==> src/rtl/rvx_ram.sv <==
// ----------------------------------------------------------------------------
// rvx_ram
// Generic one-write one-read RAM with registered, read-first read data.
// ----------------------------------------------------------------------------
module rvx_ram #(
	parameter int WIDTH = 32,
	parameter int DEPTH = 32
) (
	input  logic                     clk,
	input  logic                     we,
	input  logic [$clog2(DEPTH)-1:0] waddr,
	input  logic [WIDTH-1:0]         wdata,
	input  logic                     re,
	input  logic [$clog2(DEPTH)-1:0] raddr,
	output logic [WIDTH-1:0]         rdata
);
	logic [WIDTH-1:0] mem [DEPTH];
	logic [WIDTH-1:0] rdata_q;

	always_ff @(posedge clk) begin
		if (we) begin
			mem[waddr] <= wdata;
		end
		if (re) begin
			rdata_q <= mem[raddr];
		end
	end

	assign rdata = rdata_q;
endmodule

==> config.mk <==
export PLATFORM = sky130hd
export DESIGN_NAME = rvx_ram
export DESIGN_NICKNAME = d
export VERILOG_FILES = /design/src/rtl/rvx_ram.sv
export SDC_FILE = /design/constraint.sdc
export NUM_CORES = 1
export LEC_CHECK = 0
export ABC_AREA = 1
export BUFFER_PORTS_ARGS = -buffer_cell sky130_fd_sc_hd__buf_2
export CORE_ASPECT_RATIO = 1.4
export CORE_MARGIN = 2
export CORE_UTILIZATION = 55
export CTS_CLUSTER_DIAMETER = 100
export DETAILED_ROUTE_END_ITERATION = 8
export PLACE_DENSITY = 0.71
export SETUP_SLACK_MARGIN = 0.4
export SLEW_MARGIN = 20
export SYNTH_ARGS = -nofsm -noshare
export SYNTH_HDL_FRONTEND = slang
export SYNTH_SLANG_ARGS = --single-unit
==> constraint.sdc <==
create_clock -name clk -period 6.34 [get_ports clk]
set_clock_uncertainty 0.2 [all_clocks]
set_input_delay 1.268 -clock clk [delete_from_list [all_inputs] [get_ports clk]]
set_output_delay 1.268 -clock clk [all_outputs]
set_load 0.005 [all_outputs]
==> results of run 1 <==
[kinds of logic after synthesis]
logic type	after synthesis
AND/OR/NAND/NOR	2252
flip-flops	1056
buffers and inverters	228
[cell type report]
type / count / share of cell area [%]
flip-flops and latches: 1056 / 68.1
multi-input cells: 2252 / 20.8
clock buffers: 118 / 5.29
well taps: 1037 / 2.78
repair buffers: 136 / 2.13
clock inverters: 47 / 0.830
inverters: 10 / 0.145
diodes: 1 / 0.00537
[sequential cells by signal, indices dropped and copies added, names as in the netlist]
| register | cells |
|---|---|
| mem | 1024 |
| rdata | 32 |
[stage by stage]
stage / setup WS (ns) / hold slack (ns) / area (um^2) / total power [mW] / util, %
5_1_grt: 2.42 / 0.687 / 46600 / 14.5 / 60.7
4_1_cts: 2.75 / 0.616 / 46600 / 14.1 / 60.7
3_3_place_gp: 2.11 / 0.600 / 43600 / 8.78 / 56.9
6_report: 2.61 / 0.625 / 46600 / 14.1 / 60.7
3_5_place_dp: 2.06 / 0.595 / 43700 / 8.80 / 57.0
2_1_floorplan: 2.80 / 0.564 / 42700 / 8.50 / -
[layout by cell type, fill, tap and decap left out]
cell | synthesis | final
buf_12 | 0 | 7
nor2_4 | 0 | 32
inv_8 | 1 | 1
diode_2 | 0 | 1
nand3_1 | 780 | 780
inv_6 | 0 | 6
buf_6 | 66 | 1
inv_16 | 0 | 1
inv_2 | 2 | 1
bufinv_16 | 0 | 6
inv_1 | 7 | 5
clkbuf_1 | 24 | 23
clkinv_2 | 0 | 20
clkinv_1 | 0 | 16
buf_2 | 83 | 72
buf_4 | 24 | 51
buf_16 | 0 | 2
nand2_1 | 1440 | 1440
edfxtp_1 | 1056 | 1056
clkinvlp_4 | 0 | 1
clkbuf_16 | 0 | 95
buf_8 | 3 | 3
[layer usage]
| metal | GRT usage, % | part of all wire (%) | vias up |
|---|---|---|---|
| li1 | - | - | 12372 |
| met1 | 36.4 | 37 | 13414 |
| met2 | 46.7 | 49 | 1408 |
| met3 | 4.28 | 8.8 | 280 |
| met4 | 12.8 | 4.5 | 6 |
| met5 | 0 | 0.037 | - |
[tightest hold or removal path, stage by stage (launching register included)]
cell,delay (ns)
edfxtp_1,0.32
nand2_1,0.05
nand3_1,0.06
nand3_1,0.07
nand2_1,0.06
nand2_1,0.04
nand2_1,0.05
nand2_1,0.04
nand2_1,0.05
[power by group]
group          switching [mW]  internal (mW)  total (mW)
sequential             0.0312           7.79        7.82
combinational           0.625          0.213       0.838
clock                    2.46           2.99        5.45
[path summary, 6_finish.rpt]
| check | cells after the start | end | from | slack, ns |
|---|---|---|---|---|
| worst max register to register | 8 | rdata[24] | mem[1][24] | 4.76 |
| worst min-delay path | 8 | rdata[29] | mem[0][29] | 0.62 |
| worst max-delay path | 11 | rdata[14] | raddr[0] | 2.61 |
| worst min register to register | 8 | rdata[29] | mem[0][29] | 0.62 |
==> flow_summary_export.csv, run 1 <==
group,metric,value,unit
synthesis,synth_top_flop_cell,"edfxtp_1",
timing,hold_violations,0,
pwr,peakVddDrop,0.000230,V
detailed_routing,drc,0,
critical_path,cp_max_fo,269,
layout,drive_gt1_share,8.26,%
timing,finalMaxSlewViolations,0,
detailed_routing,dr.pass1.iters,8,
pwr,leakagePower,16.9,nW
place,hpwlAfterDp,55.9,mm
synthesis,synthSimpleGateAreaFrac,22.1,%
layout,fin_nets,3594,
synthesis,synth.most_common_cell,"nand2_1",
timing,period_share,58.8,%
detailed_routing,wl_per_cell,23.9,um
synthesis,synth-edff-count,1056,
floorplanning,initial_core_util,55.7,%
cts,cts_htree_levels,3,
cts,cts_buffers,93,
floorplanning,die_y,334,um
synthesis,async_flop_share,0,%
synthesis,synth_xor_area_share,0,%
layout,nFillCells,5742,
cts,post-cts-setup-buffers,0,
pwr,pwr_density_cell,303,nW/um^2
global_route,overflow,0,
critical_path,cpMostUsedCell,"nand2_1",
critical_path,start_kind,"primary input",
synthesis,synth-compound-area-share,0,%
floorplanning,io_pins,77,
outcome,status,"finished clean",
timing,period_minus_slack,3.73,ns
global_route,grt_pass1_wl,165,mm
cts,cts-root-buf,"clkbuf_16",
detailed_routing,drt_iter0_drc,3222,
detailed_routing,vias,27480,
synthesis,yosysTopAreaCell,"edfxtp_1",
synthesis,syn_inst,3536,
layout,fin_cells,4657,
cts,clk_latency,0.66,ns
synthesis,synth_fa_ha_area_share,0,%
critical_path,cpLargestDelayFamily,"buffers and inverters",
synthesis,synth.area.top_cells,"edfxtp_1 (74%), nand2_1 (13%), nand3_1 (9.1%)",
cts,cts_tree,"done",
layout,multi_input_area,9670,um^2
synthesis,yosys_warnings,0,
global_route,grt_usage,28.0,%
synthesis,syn_nets,3581,
layout,area_growth,9.05,%
timing,setup_viol,0,
synthesis,synth_common_cells,"nand2_1 (1440), edfxtp_1 (1056), nand3_1 (780)",
critical_path,arrival,3.91,ns
synthesis,synthMuxAreaShare,0,%
synthesis,syn_area_per_cell,12.1,um^2
flow_run,drv_cap,0,
synthesis,synth.ff_latch_count,1056,
place,dp.cells,4491,
synthesis,synth_top_family_by_area,"simple AND/OR/NAND/NOR gates",
synthesis,synth-seq-area-share,74.2,%
timing,rsz0062_at_grt,"no",
cts,cts_sinks,1056,
floorplanning,die_x,240,um
synthesis,synth_top_cell_area_share,74.2,%
critical_path,cpPeakStageDelay,0.54,ns
detailed_routing,final_antenna_net_count,0,
global_route,antenna_found_initial,7,
critical_path,cp_num_buf_inv,3,
critical_path,cp.required,6.52,ns
timing,tns,0,ns
floorplanning,design.die.area,80000,um^2
synthesis,syn_area,42700,um^2
timing,max_slew.worst_pin.slew,1.38,ns
detailed_routing,wl,111,mm
timing,max_freq,268,MHz
global_route,grt_max_degree,270,
critical_path,crit_chain,"buf_8 -> inv_16 -> buf_12 -> nand2_1 -> nand3_1 -> nand3_1 -> nand2_1 -> nand2_1 -> nand2_1 -> nand2_1 -> nand2_1",
synthesis,synth_cell_types,13,
global_route,grt_pass1_vias,26388,
place,numPortBuffers,76,
cts,cts-resized-gates,0,
cts,clk_pin_slew,0.07,ns
layout,regArea,31700,um^2
place,finalWeightedCongestion,0.788,
floorplanning,num_rows,120,
worst_hold_path,hold_path_class,"reg2reg",
cts,ctsHoldBuffers,0,
critical_path,cp_slowest_cell,"buf_12",
cts,clock_path_buffers,3,
timing,slew_headroom,8.23,%
critical_path,end_kind,"flip-flop",
detailed_routing,viasPerCell,5.90,
critical_path,worstSetupPathType,"in2reg",
floorplanning,core,76700,um^2
Power figures use the tool's default switching activity.
==> inputs of run 2 (changes only) <==
- PLACE_DENSITY: 0.71 -> 0.74
- clock period: 6.34 -> 3.2 ns (I/O delays scaled with it)
==> flow_summary_export.csv, run 2 (synthesis gave the netlist of run 1 again) <==
group,metric,value,unit
floorplanning,core,76700,um^2
timing,period_share,68.8,%
cts,clock_path_buffers,3,
detailed_routing,dr.pass1.iters,6,
global_route,grt_max_degree,139,
floorplanning,die_y,334,um
layout,fin_nets,3624,
critical_path,end_kind,"output pin",
place,hpwlAfterDp,56.5,mm
cts,cts_sinks,1056,
floorplanning,io_pins,77,
layout,area_growth,10.7,%
cts,clk_latency,0.66,ns
critical_path,cp.required,2.36,ns
worst_hold_path,hold_path_class,"in2reg",
timing,rsz0062_at_grt,"no",
detailed_routing,vias,27564,
flow_run,drv_cap,0,
critical_path,start_kind,"flip-flop",
global_route,grt_pass1_vias,27059,
layout,top_register,"mem",
timing,period_minus_slack,2.20,ns
critical_path,cp_slowest_cell,"edfxtp_1",
timing,tns,0,ns
global_route,grt_pass1_wl,164,mm
pwr,leakagePower,17.2,nW
timing,slew_headroom,28.4,%
floorplanning,die_x,240,um
critical_path,crit_chain,"buf_2",
place,place_area,44400,um^2
critical_path,cpPeakStageDelay,0.51,ns
cts,cts-root-buf,"clkbuf_16",
detailed_routing,drt_iter0_drc,3410,
layout,drive_gt1_share,8.89,%
cts,post-cts-setup-buffers,0,
pwr,pwr_density_cell,591,nW/um^2
global_route,antenna_found_initial,3,
place,numPortBuffers,76,
detailed_routing,final_antenna_net_count,0,
layout,finalInstanceArea,47300,um^2
timing,max_freq,454,MHz
layout,layout_commonest_cell,"nand2_1",
timing,finalMaxSlewViolations,0,
timing,max_slew.worst_pin.slew,1.07,ns
critical_path,cpLargestDelayFamily,"flip-flops",
global_route,overflow,0,
cts,cts_tree,"done",
timing,setup_viol,0,
place,finalWeightedCongestion,0.798,
layout,nFillCells,5514,
pwr,peakVddDrop,0.000459,V
detailed_routing,viasPerCell,5.88,
global_route,grt_usage,27.9,%
layout,fin_cells,4685,
detailed_routing,wl,110,mm
cts,cts_buffers,92,
cts,cts_htree_levels,3,
cts,clk_pin_slew,0.07,ns
floorplanning,num_rows,120,
floorplanning,design.die.area,80000,um^2
critical_path,arrival,1.36,ns
layout,largest_reg_flops,1024,
critical_path,cp_num_buf_inv,1,
layout,final_cell_mix,"nand2_1 (1440), edfxtp_1 (1056), nand3_1 (780)",
critical_path,cp_max_fo,1,
critical_path,worstSetupPathType,"reg2out",
detailed_routing,drc,0,
floorplanning,initial_core_util,55.7,%
place,dp.cells,4522,
detailed_routing,wl_per_cell,23.5,um
cts,cts-resized-gates,0,
outcome,status,"finished clean",
timing,hold_violations,0,
cts,ctsHoldBuffers,0,
## run 2: final cells by class
cell class                 count  area (um^2)  share of cell area (%)
sequential                  1056        31700                    67.0
multi-input combinational   2252         9670                    20.4
clock buffer                 108         2400                    5.08
timing repair buffer         167         1690                    3.58
tap                         1037         1300                    2.74
clock inverter                53          454                   0.960
inverter                      10         67.6                   0.143
antenna                        2         5.00                  0.0106
## run 2: report_power, final
group          internal (mW)  total, mW  switching (mW)
clock                   5.99       10.7            4.75
sequential              15.4       15.5          0.0656
combinational          0.467       1.73            1.26
## run 2: final timing paths
| check | start | end | slack [ns] | cells past startpoint |
|---|---|---|---|---|
| max | rdata[18] | rdata[18] | 1.0 | 1 |
| min reg2reg | mem[0][26] | rdata[26] | 0.62 | 8 |
| max reg2reg | mem[21][9] | rdata[9] | 1.61 | 8 |
| min | wdata[16] | mem[27][16] | 0.26 | 1 |
## run 2: per-layer routing
| layer | up-vias | wire (um) | track usage (%) |
|---|---|---|---|
| met5 | - | 0 | 0 |
| met4 | 0 | 5880 | 14.9 |
| met3 | 319 | 9590 | 3.80 |
| met2 | 1473 | 55400 | 47.4 |
| met1 | 13332 | 39100 | 34.7 |
| li1 | 12440 | - | - |
## run 2: metrics by stage
step | hold WS [ns] | setup WS, ns | utilization [%] | power (mW)
2_1_floorplan | 0.539 | 0.284 | - | 16.8
3_3_place_gp | 0.587 | 0.567 | 57.9 | 17.5
3_5_place_dp | 0.615 | 0.519 | 57.9 | 17.5
4_1_cts | 0.233 | 0.975 | 61.6 | 28.0
5_1_grt | 0.295 | 0.982 | 61.6 | 28.7
6_report | 0.265 | 0.999 | 61.7 | 28.0
